$ cat src/rtl/core/crcfr_pkg.sv
// Package for the CRC-32 frame receiver core.
// Holds the item, job and configuration types, the code constants and the bytewise CRC-32 update.
// No dependencies.
`default_nettype none
package crcfr_pkg;

	typedef struct packed {
		logic       item_kind;
		logic [7:0] rx_byte;
	} in_item_t;

	typedef struct packed {
		logic [1:0]  result_kind;
		logic [7:0]  data_byte;
		logic [2:0]  frame_status;
		logic [7:0]  frame_command;
		logic [15:0] frame_length;
		logic        last_of_run;
	} out_item_t;

	typedef struct packed {
		logic [7:0]  start_marker;
		logic [7:0]  nack_code;
		logic [7:0]  timeout_code;
		logic [15:0] timeout_ticks;
	} cfg_t;

	typedef struct packed {
		logic [1:0]  kind;
		logic [7:0]  data;
		logic [2:0]  status;
		logic [7:0]  cmd;
		logic [15:0] len;
		logic [7:0]  code;
	} job_t;

	localparam logic [1:0] CFG_START_MARKER  = 2'd0;
	localparam logic [1:0] CFG_NACK_CODE     = 2'd1;
	localparam logic [1:0] CFG_TIMEOUT_CODE  = 2'd2;
	localparam logic [1:0] CFG_TIMEOUT_TICKS = 2'd3;

	localparam logic KIND_BYTE = 1'b0;
	localparam logic KIND_TICK = 1'b1;

	localparam logic [1:0] JOB_PAYLOAD = 2'd0;
	localparam logic [1:0] JOB_STATUS  = 2'd1;
	localparam logic [1:0] JOB_REPLY   = 2'd2;

	localparam logic [1:0] RK_PAYLOAD = 2'd0;
	localparam logic [1:0] RK_REPLY   = 2'd1;
	localparam logic [1:0] RK_STATUS  = 2'd2;

	localparam logic [2:0] ST_GOOD         = 3'd0;
	localparam logic [2:0] ST_BAD_START    = 3'd1;
	localparam logic [2:0] ST_TOO_LONG     = 3'd2;
	localparam logic [2:0] ST_CRC_MISMATCH = 3'd3;
	localparam logic [2:0] ST_MID_TIMEOUT  = 3'd4;
	localparam logic [2:0] ST_IDLE_TIMEOUT = 3'd5;

	localparam logic [31:0] CRC_POLY = 32'hEDB88320;
	localparam logic [31:0] CRC_INIT = 32'hFFFFFFFF;

	localparam int QUEUE_DEPTH = 4;

	function automatic logic [31:0] crc_byte(input logic [31:0] crc, input logic [7:0] b);
		logic [31:0] c;
		c = crc ^ {24'h0, b};
		for (int i = 0; i < 8; i++) begin
			c = c[0] ? ((c >> 1) ^ CRC_POLY) : (c >> 1);
		end
		return c;
	endfunction

endpackage
`default_nettype wire

$ cat src/rtl/core/crcfr_front.sv
// Front end of the CRC-32 frame receiver: frame parser, CRC check and timeout counter.
// Turns each accepted item into at most one job for the back end. Depends on crcfr_pkg.
`default_nettype none
module crcfr_front #(
	parameter int unsigned MAX_PAYLOAD = 256
) (
	input  wire                 clk,
	input  wire                 arst_n,
	input  wire                 item_valid,
	input  crcfr_pkg::in_item_t item,
	input  wire                 queue_full,
	input  crcfr_pkg::cfg_t     cfg,
	output logic                job_valid,
	output crcfr_pkg::job_t     job
);

	localparam logic [1:0] PH_WAIT    = 2'd0;
	localparam logic [1:0] PH_HEADER  = 2'd1;
	localparam logic [1:0] PH_PAYLOAD = 2'd2;
	localparam logic [1:0] PH_CRC     = 2'd3;

	logic [1:0]  phase_q, phase_d;
	logic [1:0]  hdr_cnt_q, hdr_cnt_d;
	logic [7:0]  cmd_q, cmd_d;
	logic [15:0] len_q, len_d;
	logic [15:0] pay_cnt_q, pay_cnt_d;
	logic [31:0] crc_q, crc_d;
	logic [23:0] rx_crc_q, rx_crc_d;
	logic [1:0]  crc_cnt_q, crc_cnt_d;
	logic [15:0] idle_q, idle_d;

	logic        accept;
	logic [7:0]  b;
	logic [31:0] crc_upd;
	logic [15:0] idle_inc;
	logic [15:0] tmo_lim;
	logic [15:0] len_full;
	logic [15:0] pay_inc;

	assign accept   = item_valid & ~queue_full;
	assign b        = item.rx_byte;
	assign crc_upd  = crcfr_pkg::crc_byte(crc_q, b);
	assign idle_inc = (idle_q != 16'hFFFF) ? idle_q + 16'd1 : idle_q;
	assign tmo_lim  = (cfg.timeout_ticks == 16'd0) ? 16'd1 : cfg.timeout_ticks;
	assign len_full = {len_q[15:8], b};
	assign pay_inc  = pay_cnt_q + 16'd1;

	always_comb begin
		phase_d   = phase_q;
		hdr_cnt_d = hdr_cnt_q;
		cmd_d     = cmd_q;
		len_d     = len_q;
		pay_cnt_d = pay_cnt_q;
		crc_d     = crc_q;
		rx_crc_d  = rx_crc_q;
		crc_cnt_d = crc_cnt_q;
		idle_d    = idle_q;
		job_valid = 1'b0;
		job       = '0;
		if (accept) begin
			if (item.item_kind == crcfr_pkg::KIND_TICK) begin
				idle_d = idle_inc;
				if (idle_inc >= tmo_lim) begin
					idle_d    = 16'd0;
					job_valid = 1'b1;
					if (phase_q == PH_WAIT) begin
						job.kind   = crcfr_pkg::JOB_STATUS;
						job.status = crcfr_pkg::ST_IDLE_TIMEOUT;
					end else begin
						job.kind   = crcfr_pkg::JOB_REPLY;
						job.status = crcfr_pkg::ST_MID_TIMEOUT;
						job.cmd    = cmd_q;
						job.len    = len_q;
						job.code   = cfg.timeout_code;
					end
					phase_d   = PH_WAIT;
					hdr_cnt_d = 2'd0;
					cmd_d     = 8'd0;
					len_d     = 16'd0;
					pay_cnt_d = 16'd0;
					crc_d     = crcfr_pkg::CRC_INIT;
					rx_crc_d  = 24'd0;
					crc_cnt_d = 2'd0;
				end
			end else begin
				idle_d = 16'd0;
				unique case (phase_q)
					PH_WAIT: begin
						if (b == cfg.start_marker) begin
							phase_d   = PH_HEADER;
							hdr_cnt_d = 2'd0;
							cmd_d     = 8'd0;
							len_d     = 16'd0;
							pay_cnt_d = 16'd0;
							crc_d     = crcfr_pkg::CRC_INIT;
							rx_crc_d  = 24'd0;
							crc_cnt_d = 2'd0;
						end else begin
							job_valid  = 1'b1;
							job.kind   = crcfr_pkg::JOB_STATUS;
							job.status = crcfr_pkg::ST_BAD_START;
						end
					end
					PH_HEADER: begin
						crc_d = crc_upd;
						if (hdr_cnt_q == 2'd0) begin
							cmd_d     = b;
							hdr_cnt_d = 2'd1;
						end else if (hdr_cnt_q == 2'd1) begin
							len_d     = {b, 8'h00};
							hdr_cnt_d = 2'd2;
						end else begin
							len_d     = len_full;
							hdr_cnt_d = 2'd0;
							if (len_full > 16'(MAX_PAYLOAD)) begin
								job_valid  = 1'b1;
								job.kind   = crcfr_pkg::JOB_REPLY;
								job.status = crcfr_pkg::ST_TOO_LONG;
								job.cmd    = cmd_q;
								job.len    = len_full;
								job.code   = cfg.nack_code;
								phase_d    = PH_WAIT;
								cmd_d      = 8'd0;
								len_d      = 16'd0;
								pay_cnt_d  = 16'd0;
								crc_d      = crcfr_pkg::CRC_INIT;
								rx_crc_d   = 24'd0;
								crc_cnt_d  = 2'd0;
							end else if (len_full == 16'd0) begin
								phase_d = PH_CRC;
							end else begin
								pay_cnt_d = 16'd0;
								phase_d   = PH_PAYLOAD;
							end
						end
					end
					PH_PAYLOAD: begin
						crc_d     = crc_upd;
						job_valid = 1'b1;
						job.kind  = crcfr_pkg::JOB_PAYLOAD;
						job.data  = b;
						pay_cnt_d = pay_inc;
						if (pay_inc >= len_q) begin
							phase_d = PH_CRC;
						end
					end
					PH_CRC: begin
						if (crc_cnt_q != 2'd3) begin
							case (crc_cnt_q)
								2'd0:    rx_crc_d[7:0]   = b;
								2'd1:    rx_crc_d[15:8]  = b;
								default: rx_crc_d[23:16] = b;
							endcase
							crc_cnt_d = crc_cnt_q + 2'd1;
						end else begin
							job_valid = 1'b1;
							job.cmd   = cmd_q;
							job.len   = len_q;
							if ({b, rx_crc_q} == ~crc_q) begin
								job.kind   = crcfr_pkg::JOB_STATUS;
								job.status = crcfr_pkg::ST_GOOD;
							end else begin
								job.kind   = crcfr_pkg::JOB_REPLY;
								job.status = crcfr_pkg::ST_CRC_MISMATCH;
								job.code   = cfg.nack_code;
							end
							phase_d   = PH_WAIT;
							hdr_cnt_d = 2'd0;
							cmd_d     = 8'd0;
							len_d     = 16'd0;
							pay_cnt_d = 16'd0;
							crc_d     = crcfr_pkg::CRC_INIT;
							rx_crc_d  = 24'd0;
							crc_cnt_d = 2'd0;
						end
					end
					default: phase_d = PH_WAIT;
				endcase
			end
		end
	end

	always_ff @(posedge clk or negedge arst_n) begin
		if (!arst_n) begin
			phase_q   <= PH_WAIT;
			hdr_cnt_q <= 2'd0;
			cmd_q     <= 8'd0;
			len_q     <= 16'd0;
			pay_cnt_q <= 16'd0;
			crc_q     <= crcfr_pkg::CRC_INIT;
			rx_crc_q  <= 24'd0;
			crc_cnt_q <= 2'd0;
			idle_q    <= 16'd0;
		end else begin
			phase_q   <= phase_d;
			hdr_cnt_q <= hdr_cnt_d;
			cmd_q     <= cmd_d;
			len_q     <= len_d;
			pay_cnt_q <= pay_cnt_d;
			crc_q     <= crc_d;
			rx_crc_q  <= rx_crc_d;
			crc_cnt_q <= crc_cnt_d;
			idle_q    <= idle_d;
		end
	end

endmodule
`default_nettype wire

$ cat src/rtl/core/crcfr_queue.sv
// Job queue between the front end and the back end of the CRC-32 frame receiver.
// A small first-in first-out buffer of jobs. Depends on crcfr_pkg.
`default_nettype none
module crcfr_queue (
	input  wire             clk,
	input  wire             arst_n,
	input  wire             push,
	input  crcfr_pkg::job_t push_job,
	input  wire             pop,
	output logic            head_valid,
	output crcfr_pkg::job_t head_job,
	output logic            full
);

	localparam int Depth = crcfr_pkg::QUEUE_DEPTH;
	localparam int PtrW  = $clog2(Depth);
	localparam int CntW  = $clog2(Depth + 1);

	crcfr_pkg::job_t entry_q [Depth];
	logic [PtrW-1:0] wr_ptr_q;
	logic [PtrW-1:0] rd_ptr_q;
	logic [CntW-1:0] count_q;
	logic            do_push;
	logic            do_pop;

	assign head_valid = (count_q != '0);
	assign full       = (count_q == CntW'(Depth));
	assign head_job   = entry_q[rd_ptr_q];
	assign do_push    = push & ~full;
	assign do_pop     = pop & head_valid;

	always_ff @(posedge clk) begin
		if (do_push) begin
			entry_q[wr_ptr_q] <= push_job;
		end
	end

	always_ff @(posedge clk or negedge arst_n) begin
		if (!arst_n) begin
			wr_ptr_q <= '0;
			rd_ptr_q <= '0;
			count_q  <= '0;
		end else begin
			if (do_push) begin
				wr_ptr_q <= (wr_ptr_q == PtrW'(Depth - 1)) ? '0 : wr_ptr_q + PtrW'(1);
			end
			if (do_pop) begin
				rd_ptr_q <= (rd_ptr_q == PtrW'(Depth - 1)) ? '0 : rd_ptr_q + PtrW'(1);
			end
			if (do_push && !do_pop) begin
				count_q <= count_q + CntW'(1);
			end else if (do_pop && !do_push) begin
				count_q <= count_q - CntW'(1);
			end
		end
	end

endmodule
`default_nettype wire

$ cat src/rtl/core/crcfr_back.sv
// Back end of the CRC-32 frame receiver: expands jobs into result items.
// Sends reply frames byte by byte with their CRC, then the status, through an output register.
// Depends on crcfr_pkg.
`default_nettype none
module crcfr_back (
	input  wire                  clk,
	input  wire                  arst_n,
	input  wire                  job_valid,
	input  crcfr_pkg::job_t      job,
	output logic                 job_pop,
	input  crcfr_pkg::cfg_t      cfg,
	output logic                 res_valid,
	output crcfr_pkg::out_item_t res_item,
	input  wire                  res_stall
);

	logic                 busy_q;
	crcfr_pkg::job_t      job_q;
	logic [3:0]           idx_q;
	logic [31:0]          crc_q;
	logic [31:0]          crc_d;
	logic [31:0]          crc_inv;
	logic                 res_valid_q;
	crcfr_pkg::out_item_t res_q;
	crcfr_pkg::out_item_t res_d;
	logic                 advance;

	assign advance   = ~res_valid_q | ~res_stall;
	assign job_pop   = advance & ~busy_q & job_valid;
	assign crc_inv   = ~crc_q;
	assign res_valid = res_valid_q;
	assign res_item  = res_q;

	always_comb begin
		res_d = '0;
		crc_d = crc_q;
		if (busy_q) begin
			res_d.result_kind = crcfr_pkg::RK_REPLY;
			unique case (idx_q)
				4'd1: begin
					res_d.data_byte = job_q.code;
					crc_d = crcfr_pkg::crc_byte(crc_q, job_q.code);
				end
				4'd2, 4'd3: begin
					res_d.data_byte = 8'h00;
					crc_d = crcfr_pkg::crc_byte(crc_q, 8'h00);
				end
				4'd4: res_d.data_byte = crc_inv[7:0];
				4'd5: res_d.data_byte = crc_inv[15:8];
				4'd6: res_d.data_byte = crc_inv[23:16];
				4'd7: res_d.data_byte = crc_inv[31:24];
				default: begin
					res_d.result_kind   = crcfr_pkg::RK_STATUS;
					res_d.frame_status  = job_q.status;
					res_d.frame_command = job_q.cmd;
					res_d.frame_length  = job_q.len;
					res_d.last_of_run   = 1'b1;
				end
			endcase
		end else if (job_valid) begin
			unique case (job.kind)
				crcfr_pkg::JOB_PAYLOAD: begin
					res_d.result_kind = crcfr_pkg::RK_PAYLOAD;
					res_d.data_byte   = job.data;
					res_d.last_of_run = 1'b1;
				end
				crcfr_pkg::JOB_REPLY: begin
					res_d.result_kind = crcfr_pkg::RK_REPLY;
					res_d.data_byte   = cfg.start_marker;
					crc_d             = crcfr_pkg::CRC_INIT;
				end
				default: begin
					res_d.result_kind   = crcfr_pkg::RK_STATUS;
					res_d.frame_status  = job.status;
					res_d.frame_command = job.cmd;
					res_d.frame_length  = job.len;
					res_d.last_of_run   = 1'b1;
				end
			endcase
		end
	end

	always_ff @(posedge clk) begin
		if (advance) begin
			res_q <= res_d;
			crc_q <= crc_d;
		end
		if (job_pop) begin
			job_q <= job;
		end
	end

	always_ff @(posedge clk or negedge arst_n) begin
		if (!arst_n) begin
			busy_q      <= 1'b0;
			idx_q       <= 4'd0;
			res_valid_q <= 1'b0;
		end else if (advance) begin
			if (busy_q) begin
				res_valid_q <= 1'b1;
				if (idx_q == 4'd8) begin
					busy_q <= 1'b0;
					idx_q  <= 4'd0;
				end else begin
					idx_q <= idx_q + 4'd1;
				end
			end else if (job_valid) begin
				res_valid_q <= 1'b1;
				if (job.kind == crcfr_pkg::JOB_REPLY) begin
					busy_q <= 1'b1;
					idx_q  <= 4'd1;
				end
			end else begin
				res_valid_q <= 1'b0;
			end
		end
	end

endmodule
`default_nettype wire

$ cat src/rtl/core/crc32_frame_receiver_core.sv
// Top level of the CRC-32 frame receiver: configuration registers, front end, job queue, back end.
// Takes one byte or tick item per cycle while the four-entry job queue has room.
// The first result of an item passes through the job queue and then the back-end output register.
// Payload bytes stream at one per cycle while res_stall is low; a reply holds the output until it is all sent.
// Reset clears the frame state, the tick count and the queue and loads the default registers.
// Depends on crcfr_pkg, crcfr_front, crcfr_queue and crcfr_back.
`default_nettype none
module crc32_frame_receiver_core #(
	parameter int unsigned MAX_PAYLOAD = 256
) (
	input  wire                  clk,
	input  wire                  arst_n,
	input  wire                  byte_valid,
	output logic                 byte_stall,
	input  crcfr_pkg::in_item_t  byte_item,
	output logic                 res_valid,
	input  wire                  res_stall,
	output crcfr_pkg::out_item_t res_item,
	input  wire                  cfg_wr_en,
	input  wire [1:0]            cfg_index,
	input  wire [15:0]           cfg_data
);

	crcfr_pkg::cfg_t cfg_q;
	logic            q_full;
	logic            push;
	crcfr_pkg::job_t push_job;
	logic            pop;
	logic            head_valid;
	crcfr_pkg::job_t head_job;

	always_ff @(posedge clk or negedge arst_n) begin
		if (!arst_n) begin
			cfg_q.start_marker  <= 8'd126;
			cfg_q.nack_code     <= 8'd2;
			cfg_q.timeout_code  <= 8'd3;
			cfg_q.timeout_ticks <= 16'd1000;
		end else if (cfg_wr_en) begin
			unique case (cfg_index)
				crcfr_pkg::CFG_START_MARKER:  cfg_q.start_marker  <= cfg_data[7:0];
				crcfr_pkg::CFG_NACK_CODE:     cfg_q.nack_code     <= cfg_data[7:0];
				crcfr_pkg::CFG_TIMEOUT_CODE:  cfg_q.timeout_code  <= cfg_data[7:0];
				crcfr_pkg::CFG_TIMEOUT_TICKS: cfg_q.timeout_ticks <= cfg_data;
				default: ;
			endcase
		end
	end

	assign byte_stall = q_full;

	crcfr_front #(
		.MAX_PAYLOAD(MAX_PAYLOAD)
	) u_front (
		.clk       (clk),
		.arst_n    (arst_n),
		.item_valid(byte_valid),
		.item      (byte_item),
		.queue_full(q_full),
		.cfg       (cfg_q),
		.job_valid (push),
		.job       (push_job)
	);

	crcfr_queue u_queue (
		.clk       (clk),
		.arst_n    (arst_n),
		.push      (push),
		.push_job  (push_job),
		.pop       (pop),
		.head_valid(head_valid),
		.head_job  (head_job),
		.full      (q_full)
	);

	crcfr_back u_back (
		.clk      (clk),
		.arst_n   (arst_n),
		.job_valid(head_valid),
		.job      (head_job),
		.job_pop  (pop),
		.cfg      (cfg_q),
		.res_valid(res_valid),
		.res_item (res_item),
		.res_stall(res_stall)
	);

	a_no_push_when_full: assert property (@(posedge clk) disable iff (!arst_n)
		q_full |-> !push)
		else $error("job pushed into a full queue");

	a_reply_not_last: assert property (@(posedge clk) disable iff (!arst_n)
		res_valid && res_item.result_kind == crcfr_pkg::RK_REPLY |-> !res_item.last_of_run)
		else $error("reply byte marked as last result");

	a_status_is_last: assert property (@(posedge clk) disable iff (!arst_n)
		res_valid && res_item.result_kind == crcfr_pkg::RK_STATUS
			|-> res_item.last_of_run && res_item.data_byte == 8'h00)
		else $error("status result malformed");

	a_pop_needs_job: assert property (@(posedge clk) disable iff (!arst_n)
		pop |-> head_valid)
		else $error("back end popped an empty queue");

endmodule
`default_nettype wire
$ cat config.mk
export PLATFORM = sky130hd
export DESIGN_NAME = crc32_frame_receiver_core
export DESIGN_NICKNAME = d
export VERILOG_FILES = /design/src/rtl/core/crcfr_pkg.sv /design/src/rtl/core/crcfr_front.sv /design/src/rtl/core/crcfr_queue.sv /design/src/rtl/core/crcfr_back.sv /design/src/rtl/core/crc32_frame_receiver_core.sv
export SDC_FILE = /design/constraint.sdc
export NUM_CORES = 1
export LEC_CHECK = 0
export BUFFER_PORTS_ARGS = -buffer_cell sky130_fd_sc_hd__buf_2
export CAP_MARGIN = 20
export CORE_MARGIN = 3
export CORE_UTILIZATION = 60
export DETAILED_ROUTE_END_ITERATION = 10
export PLACE_DENSITY = 0.77
export SKIP_CTS_REPAIR_TIMING = 1
export SLEW_MARGIN = 30
export SYNTH_ARGS = -nofsm -noshare
export SYNTH_HDL_FRONTEND = slang
export SYNTH_SLANG_ARGS = --single-unit
$ cat constraint.sdc
create_clock -name clk -period 11 [get_ports clk]
set_clock_uncertainty 0.1 [all_clocks]
set_input_delay 1.1 -clock clk [delete_from_list [all_inputs] [get_ports clk]]
set_output_delay 1.1 -clock clk [all_outputs]
set_load 0.02 [all_outputs]
==> summary.txt, run 1 <==
Status
  – Status: finished clean

Final layout
  – Final instance area: 24800 um2
  – Area of the multi-input gates: 9134 um2
  – Final net count: 1890
  – Fillcell total: 2652
  – Non-Filler Instances: 2347
  – Share of cells above drive strength 1: 18.34%
  – Ant. Diodes: 0
  – Reg area: 12900 um2
  – Area growth from synthesis to layout: 9.641%

Setup path
  – Worst R2R Start: u_front.idle_q[0]
  – Crit path kind: reg -> reg
  – CP max stage delay: 0.66 ns
  – CP Data Required Time: 11.40 ns
  – CP Launch Type: register
  – R2r setup slk: 5.88 ns
  – R2R cell count: 16
  – Worst-path cell chain: ha_1 -> nand3_1 -> or4_1 -> nor2_1 -> nor2_1 -> nand3_1 -> xnor2_1 -> ha_1 -> and3_1 -> a221oi_1 -> and4b_1 -> a21oi_1 -> buf_4 -> nand3_4 -> nand3b_1 -> mux2i_1
  – Critical-path top delay cell: nand3b_1
  – Worst Path Arrival: 5.52 ns
  – Element type at the critical path end: register
  – Reg2reg end: u_front.cmd_q[0]
  – CP Max Fanout: 55

Yosys
  – Avg Synthesized Cell Area: 12.81 um2
  – Area contributors post-synth: edfxtp_1 38%, dfrtp_1 14%, xnor2_1 5.8%, dfstp_2 5.5%, mux4_2 4.5%
  – Synth top area share: 37.84%
  – Top FF cell, synth: edfxtp_1
  – Mapped Nets: 1850
  – Number of enable flip-flop cells after synthesis: 285
  – Cell count after synthesis: 1766
  – Unique masters post-synth: 80
  – Sequential area share after synthesis: 57.01%
  – Synth Warn #: 0
  – Largest area contributor in the netlist: edfxtp_1
  – Async S/R FF share, synth: 37.50%
  – Most common cell in the netlist: edfxtp_1
  – Commonest cells in the synthesized netlist: 285 x edfxtp_1, 171 x nand2_1, 149 x xnor2_1
  – Synthesized area: 22620 um2
  – Yosys reg bits: 456

Placement
  – Dpl cells: 2262
  – Final HPWL DP: 33.28 mm
  – Dpl ws: 5.435 ns
  – RePlAce Congestion: 0.9062
  – PortBufs: 71
  – DP Area: 23320 um2

Route
  – Antenna Nets Post-Route: 0
  – DR iter-0 viols: 1252
  – Vias post-DR: 14243
  – WL/cell: 21.12 um
  – DRC viols: 0
  – Vias/cell: 6.069
  – First drt pass iteration count: 5
  – Drt total wl: 49.57 mm

Power and ir drop
  – Static leakage: 9.592 nW
  – Combinational power share: 43.7%
  – Clock share of power: 19.7%
  – Sw power: 0.002889 W
  – Power Total: 0.007602 W
  – VDD IR max: 184.3 uV
  – Sequential share of power: 36.5%
  – Cell Pwr Density: 306.5 nW/um2
  – Switching Fraction: 38.00%
  – Pint: 0.004714 W

STA
  – Final Max Tran Viols: 0
  – Setup TNS: 0 ns
  – Least-Margin Pin Slew: 0.8922 ns
  – Final hold vios: 0
  – Endpoints failing setup: 0
  – Setup ws final: 5.879 ns
  – Fin crit share: 46.55%
  – Max_slew headroom: 40.06%
  – Crit path time final: 5.121 ns
  – Max frequency: 195.3 MHz
  – RSZ-0062 raised after global routing: no

Job
  – Max cap viols: 0

CTS
  – Clock transition at path regs: 0.06 ns
  – TritonCTS clock tree: built
  – Clock sink count: 456
  – Clock root cell: clkbuf_16
  – Later-pin clock latency in the skew report: 0.58 ns
  – H-tree depth: 2
  – CTS max path bufs: 3
  – Num CTS Buffers: 46

Global route
  – Vias in the first global route: 14315
  – Total track usage: 24.75%
  – First-pass GRT wire length: 79.39 mm
  – Initial antenna violation count: 0
  – Largest net degree at the start of global routing: 100
  – Grt total ovfl: 0

Floorplanning
  – Die height: 200.2 um
  – Die area: 40060 um2
  – Horiz. Die Dim: 200.2 um
  – Row count: 70
  – Initial Util: 61.34%
  – Placeable Area: 36870 um2
  – Number of I/O pins: 72

Min path
  – Hold Crit Start: u_front.pay_cnt_q[15]
  – Hold endpoint: u_front.pay_cnt_q[15]
  – Hold depth: 1
  – Worst hold path class: reg -> reg
==> registers in the layout, indices dropped and copies added (netlist names) <==
name and cells:
u_queue.wr_ptr_q 2, u_front.crc_cnt_q 2, cfg_q 40, u_front.cmd_q 8
u_back.res_valid 1, u_back.idx_q 4, u_queue.entry_q 180, u_front.pay_cnt_q 16
u_back.job_q 35, u_back.busy_q 1, u_front.len_q 16, u_front.hdr_cnt_q 2
u_front.rx_crc_q 24, u_queue.rd_ptr_q 2, u_front.phase_q 2, u_front.crc_q 32
u_front.idle_q 16, u_back.res_item 38, u_back.crc_q 32, u_queue.count_q 3
==> per-stage QoR <==
| step | utilization [%] | hold slack, ns |
|---|---|---|
| detailed placement | 63.25 | 0.3840 |
| global route | 67.26 | 0.4125 |
| CTS | 67.16 | 0.3918 |
| floorplan | - | 0.3638 |
| global placement | 63.23 | 0.3776 |
| finish | 67.26 | 0.3894 |
==> kinds of logic after synthesis <==
kind of cell	after synthesis	synth area share, %
DFF	456	57.01
and+or+nand+nor	412	8.895
AOI/OAI and AO/OA	327	9.730
xor gates and xnor gates	254	10.81
buffers and inverters	151	2.854
muxes	114	7.788
adders and majority gates	52	2.910
==> worst max path at each step <==
stage | startpoint | endpoint | slack, ns | cells after the start
final | u_front.idle_q[0] | u_front.cmd_q[0] | 5.88 | 16
after global routing | u_front.idle_q[0] | u_front.cmd_q[0] | 5.56 | 16
after CTS | u_front.idle_q[0] | u_front.crc_q[25] | 5.44 | 16
after detailed placement | u_front.idle_q[0] | u_front.crc_q[5] | 5.43 | 16
after global placement | u_front.idle_q[0] | u_front.crc_q[18] | 5.80 | 16
after floorplan | u_front.idle_q[6] | u_queue.entry_q[0][0] | 6.21 | 16
==> metal layers <==
| metal | wire length, um | share of wire [%] | GRT usage [%] |
|---|---|---|---|
| met4 | 1555 | 3.1 | 8.870 |
| met1 | 21320 | 43 | 34.93 |
| met2 | 23770 | 48 | 39.84 |
| met5 | 0 | 0 | 0 |
| met3 | 2914 | 5.9 | 3.575 |
==> worst max-delay path, delay by kind of cell, from the launching register on <==
kind | cells | cell delay [ns]
and+or+nand+nor | 9 | 2.93
adders and majority gates | 2 | 0.56
DFF | 1 | 0.44
muxes | 1 | 0.31
buffers and inverters | 1 | 0.29
AOI/OAI and AO/OA | 2 | 0.26
xor gates and xnor gates | 1 | 0.12
==> power by group through the flow <==
stage / combinational, W / sequential (W) / clock, W
detailed placement: 0.00327 / 0.00280 / 0
global route: 0.00366 / 0.00283 / 0.00160
CTS: 0.00331 / 0.00278 / 0.00153
global placement: 0.00321 / 0.00279 / 0
finish: 0.00332 / 0.00278 / 0.00150
floorplan: 0.00266 / 0.00268 / 0
==> layout by cell type (no fill, tap or decap), types with 21 or more instances in the layout <==
cell type / n
edfxtp_1: 285
mux2_2: 46
nor2_1: 63
nand3_1: 31
and3_1: 21
dfrtp_1: 122
a22o_1: 80
dfstp_2: 47
a21oi_1: 52
xor2_1: 85
nand2_1: 170
ha_1: 51
mux4_2: 45
o21ai_0: 95
xnor2_1: 149
inv_1: 57
and2_1: 21
clkbuf_16: 47
mux2i_1: 23
buf_2: 70
==> cell type report <==
| class | instances | share of cell area, % |
|---|---|---|
| Clock buffer | 60 | 5.020 |
| Inverter | 57 | 0.8627 |
| Clock inverter | 25 | 0.7870 |
| Timing Repair Buffer | 86 | 1.937 |
| Sequential cell | 456 | 52.02 |
| Tap cell | 504 | 2.543 |
| Multi-Input combinational cell | 1159 | 36.83 |
Power figures use the tool's default switching activity.
==> inputs of run 2 (changes only) <==
--- a/config.mk
+++ b/config.mk
@@ -8,7 +8,7 @@
 export BUFFER_PORTS_ARGS = -buffer_cell sky130_fd_sc_hd__buf_2
 export CAP_MARGIN = 20
 export CORE_MARGIN = 3
-export CORE_UTILIZATION = 60
+export CORE_UTILIZATION = 57
 export DETAILED_ROUTE_END_ITERATION = 10
 export PLACE_DENSITY = 0.77
 export SKIP_CTS_REPAIR_TIMING = 1
==> constraint.sdc (replaced) <==
create_clock -name clk -period 4.6 [get_ports clk]
set_clock_uncertainty 0.1 [all_clocks]
set_input_delay 0.46 -clock clk [delete_from_list [all_inputs] [get_ports clk]]
set_output_delay 0.46 -clock clk [all_outputs]
set_load 0.02 [all_outputs]
==> run 2 against run 1 <==
Against the previous run:
- power grew 140%
- first-iteration DRC count grew 1.0%
- global-route usage shrank 0.42 points
- register-to-register slack lost 5.6 ns
- hold slack lost 0.36 ns
- sequential cell count is the same
- critical path depth shrank 1
- sequential share of layout area shrank 0.87 points
- largest power group unchanged
==> summary.txt, run 2 (same netlist as run 1, synthesis figures left out) <==
Setup path
  – Reg2reg end: u_queue.entry_q[2][17]
  – Crit path kind: reg -> reg
  – R2R cell count: 15
  – Worst Path Arrival: 4.51 ns
  – CP Launch Type: register
  – Worst R2R Start: u_front.idle_q[0]
  – CP Data Required Time: 4.81 ns
  – R2r setup slk: 0.30 ns
  – CP Max Fanout: 20
  – Element type at the critical path end: register

Global route
  – First-pass GRT wire length: 80.44 mm
  – Largest net degree at the start of global routing: 97
  – Grt total ovfl: 0
  – Vias in the first global route: 14521
  – Total track usage: 24.33%
  – Initial antenna violation count: 0

Status
  – Status: finished clean

Final layout
  – Ant. Diodes: 0
  – Commonest cells after routing, fill and taps aside: 285 x edfxtp_1, 169 x nand2_1, 149 x xnor2_1
  – Most common cell after layout, fill and taps aside: edfxtp_1
  – Share of cells above drive strength 1: 20.06%
  – Final net count: 1911
  – Reg area: 12900 um2
  – Fillcell total: 2821
  – Largest register FFs: 180
  – Area growth from synthesis to layout: 11.49%
  – Area of the multi-input gates: 9144 um2
  – Fin util: 64.80%
  – Non-Filler Instances: 2382
  – Biggest register: u_queue.entry_q
  – Final instance area: 25220 um2

Route
  – Antenna Nets Post-Route: 0
  – Drt total wl: 50.17 mm
  – WL/cell: 21.06 um
  – First drt pass iteration count: 6
  – Vias/cell: 6.029
  – DRC viols: 0
  – DR iter-0 viols: 1265
  – Vias post-DR: 14360

Floorplanning
  – Horiz. Die Dim: 205.2 um
  – Row count: 72
  – Initial Util: 58.12%
  – Die area: 42110 um2
  – Number of I/O pins: 72
  – Die height: 205.2 um
  – Placeable Area: 38920 um2

Power and ir drop
  – VDD IR max: 628.7 uV
  – Cell Pwr Density: 732.7 nW/um2
  – Static leakage: 9.783 nW

STA
  – Setup ws final: 0.2968 ns
  – Max_slew headroom: 37.22%
  – Endpoints failing setup: 0
  – Worst hold slack: 0.02523 ns
  – Max frequency: 232.4 MHz
  – Final Max Tran Viols: 0
  – Final hold vios: 0
  – Crit path time final: 4.303 ns
  – Least-Margin Pin Slew: 0.9339 ns
  – Fin crit share: 93.55%

CTS
  – Later-pin clock latency in the skew report: 0.59 ns
  – Clock sink count: 456
  – Num CTS Buffers: 45
  – TritonCTS clock tree: built
  – CTS max path bufs: 3
  – Clock transition at path regs: 0.06 ns
  – Clock root cell: clkbuf_16
  – H-tree depth: 2

Min path
  – Hold depth: 2
  – Hold endpoint: cfg_q[14]
  – Hold Crit Start: cfg_data[14]
  – Worst hold path class: in -> reg

Placement
  – Dpl cells: 2297
  – PortBufs: 71
  – Final HPWL DP: 33.87 mm
  – RePlAce Congestion: 0.8873
  – DP Area: 23580 um2
  – Dpl ws: 0.1962 ns

Job
  – Max cap viols: 0
run 2: cell types whose count changed in the layout (fill, tap and decap cells not counted), sizes merged:
cell | before | now
bufinv | 1 | 7
clkinvlp | 3 | 4
clkinv | 19 | 15
clkbuf | 61 | 57
buf | 85 | 106
dlygate4sd3 | 0 | 1
run 2: area by class of cell:
cell class	count	area share, %
inverters	57	0.8484
repair buffers	108	2.868
clock buffers	56	4.872
flip-flops and latches	456	51.15
well taps	518	2.570
multi-input cells	1159	36.26
clock inverters	28	1.429
run 2: worst max-delay path by stage:
stage                                   endpoint  depth (start not counted)  slack, ns              start
after floorplan               u_queue.count_q[1]                         19       0.21  u_front.idle_q[6]
after global placement    u_queue.entry_q[0][12]                         14       0.20  u_front.idle_q[4]
after detailed placement  u_queue.entry_q[0][17]                         14       0.20  u_front.idle_q[4]
after CTS                 u_queue.entry_q[1][20]                         14       0.16  u_front.idle_q[4]
after global routing      u_queue.entry_q[1][20]                         15      -0.01  u_front.idle_q[0]
final                     u_queue.entry_q[2][17]                         15       0.30  u_front.idle_q[0]
run 2: worst max-delay path, stage by stage, from the launching register on:
cell      delay (ns)
dfrtp_1         0.44
ha_1            0.26
nand3_1         0.14
or4_1           0.41
nor2_1          0.16
nor2_2          0.12
nand2_1         0.12
xnor2_1         0.15
ha_1            0.27
a22o_1          0.23
o41ai_1         0.37
a21boi_0        0.20
o311ai_2        0.27
buf_6           0.26
o21ai_2         0.24
and2_1          0.30
run 2: routing by layer:
layer / GRT usage, % / routed length (um)
met4: 9.031 / 1698
met3: 4.888 / 3255
met2: 38.71 / 23720
met1: 33.56 / 21500
met5: 0 / 0
run 2: through the flow:
stage | power [W] | TNS [ns]
floorplan | 0.01277 | 0
global placement | 0.01430 | 0
detailed placement | 0.01452 | 0
CTS | 0.01852 | 0
global route | 0.01960 | -0.05580
finish | 0.01848 | 0
run 2: power by group:
| group | internal, W | switching (W) | total [W] |
|---|---|---|---|
| registers | 0.00570 | 0.000918 | 0.00662 |
| clock network | 0.00231 | 0.00159 | 0.00390 |
| logic | 0.00362 | 0.00434 | 0.00796 |
| total | 0.0116 | 0.00685 | 0.0185 |
==> inputs of run 3 (changes only) <==
==> constraint.sdc (replaced) <==
create_clock -name clk -period 4.6 [get_ports clk]
set_clock_uncertainty 0.1 [all_clocks]
set_input_delay 0.23 -clock clk [delete_from_list [all_inputs] [get_ports clk]]
set_output_delay 0.23 -clock clk [all_outputs]
set_load 0.02 [all_outputs]
==> run 3 against run 2 <==
Against the previous run:
- sequential power hardly changed
- fmax fell by 1.4%
- clock-buffer cell count up 4
- die area unchanged
- hold slack gained 0.039 ns
- largest power group unchanged
- via count decreased by 0.21%
- cell count is 0.59% higher
- worst setup slack lost 0.062 ns
- global-route usage down 0.43 points
- clock power is 6.2% lower
- critical path type unchanged
==> summary.txt, run 3 (same netlist as run 1, synthesis figures left out) <==
Power and ir drop
  – Cell Pwr Density: 722.1 nW/um2
  – VDD IR max: 553.2 uV
  – Static leakage: 9.793 nW

Min path
  – Worst hold path class: in -> reg

Route
  – Vias post-DR: 14330
  – Routed wl met3: 3.640 mm
  – Vias/cell: 5.981
  – Top Layer Used: met4
  – First drt pass iteration count: 6
  – DR WL met2: 23.80 mm
  – WL/cell: 20.80 um
  – Drt total wl: 49.83 mm
  – Antenna Nets Post-Route: 0
  – DR iter-0 viols: 1333
  – DRC viols: 0
  – Met1 wire length: 21.14 mm

Global route
  – Total track usage: 23.91%
  – Grt total ovfl: 0
  – Initial antenna violation count: 2
  – Vias in the first global route: 14163
  – Largest net degree at the start of global routing: 118
  – First-pass GRT wire length: 78.89 mm

Floorplanning
  – Row count: 72
  – Die area: 42110 um2
  – Die height: 205.2 um
  – Placeable Area: 38920 um2
  – Number of I/O pins: 72
  – Horiz. Die Dim: 205.2 um
  – Initial Util: 58.12%

Final layout
  – Fillcell total: 2883
  – Largest register FFs: 180
  – Fin util: 64.84%
  – Most common cell after layout, fill and taps aside: edfxtp_1
  – Area growth from synthesis to layout: 11.56%
  – Share of cells above drive strength 1: 19.39%
  – Biggest register: u_queue.entry_q
  – Final net count: 1924
  – Area of the multi-input gates: 9148 um2
  – Reg area: 12900 um2
  – Non-Filler Instances: 2396
  – Commonest cells after routing, fill and taps aside: 285 x edfxtp_1, 170 x nand2_1, 149 x xnor2_1

CTS
  – CTS max path bufs: 3
  – TritonCTS clock tree: built
  – Clock sink count: 456
  – Clock transition at path regs: 0.06 ns
  – H-tree depth: 2
  – Num CTS Buffers: 45
  – Clock root cell: clkbuf_16
  – Later-pin clock latency in the skew report: 0.58 ns

Setup path
  – Element type at the critical path end: register
  – CP Data Required Time: 4.96 ns
  – Crit path kind: reg -> reg
  – CP Max Fanout: 9
  – Worst Path Arrival: 4.72 ns
  – CP Launch Type: register

STA
  – Least-Margin Pin Slew: 0.9644 ns
  – Setup TNS: 0 ns
  – Crit path time final: 4.365 ns
  – Fin crit share: 94.90%
  – Final hold vios: 0
  – Max_slew headroom: 35.58%
  – Setup ws final: 0.2346 ns
  – Final Max Tran Viols: 0
  – Max frequency: 229.1 MHz
  – Endpoints failing setup: 0
  – RSZ-0062 raised after global routing: yes

Placement
  – PortBufs: 71
  – RePlAce Congestion: 0.9063
  – Dpl cells: 2292
  – Final HPWL DP: 33.70 mm
  – Dpl ws: 0.05980 ns

Status
  – Status: finished clean

Job
  – Max cap viols: 0
-- run 3: cell types whose count changed in the layout (fill, tap and decap cells not counted), sizes merged --
cell | before | now
dlygate4sd3 | 1 | 18
bufinv | 7 | 3
buf | 106 | 103
clkbuf | 57 | 60
clkinvlp | 4 | 1
inv | 59 | 61
clkinv | 15 | 16
diode | 0 | 1
-- run 3: metrics by stage --
step	instance area, um2	power [W]	hold WS (ns)
after global placement	23520	0.01426	0.1155
after global routing	25230	0.01930	0.06206
final	25230	0.01822	0.06452
after CTS	25000	0.01823	-0.4938
after detailed placement	23530	0.01452	0.1209
after floorplan	22620	0.01277	-0.1656
-- run 3: critical path, cell delays in order, from the launching register on --
cell	delay, ns
dfrtp_1	0.47
nand4_1	0.22
or4_1	0.57
nor2_1	0.17
nor2_2	0.12
nand3_1	0.14
xnor2_1	0.13
ha_1	0.28
and3_1	0.19
a221oi_1	0.28
and4b_1	0.27
a21oi_2	0.09
and3_2	0.24
ha_1	0.21
inv_1	0.08
fa_1	0.41
mux2_2	0.27
-- run 3: area by class of cell --
class	instances	share of cell area (%)
Inverter	57	0.8479
Antenna cell	1	0.009917
Clock buffer	60	4.963
Tap cell	518	2.568
Multi-Input combinational cell	1159	36.25
Clock inverter	24	0.8628
Timing Repair Buffer	121	3.377
Sequential cell	456	51.12
-- run 3: power by group --
group	switching [W]	total, W	internal [W]
combinational	0.00432	0.00795	0.00363
clock	0.00157	0.00366	0.00209
sequential	0.000917	0.00661	0.00570
-- run 3: worst paths after layout --
path | from | endpoint | slack, ns | cells after the start
worst min register to register | u_front.pay_cnt_q[15] | u_front.pay_cnt_q[15] | 0.39 | 1
worst max register to register | u_front.idle_q[5] | u_queue.count_q[1] | 0.23 | 16
min in group asynchronous | arst_n | cfg_q[11] | 0.08 | 2
worst max-delay path | u_front.idle_q[5] | u_queue.count_q[1] | 0.23 | 16
max in group asynchronous | arst_n | u_front.len_q[12] | 3.27 | 3
worst min-delay path | byte_item[2] | u_front.len_q[2] | 0.06 | 3
-- run 3: routing by layer --
metal / up-vias / global-route usage [%]
li1: 6601 / -
met1: 7134 / 33.81
met2: 502 / 38.23
met3: 93 / 4.366
met4: 0 / 7.322
met5: - / 0
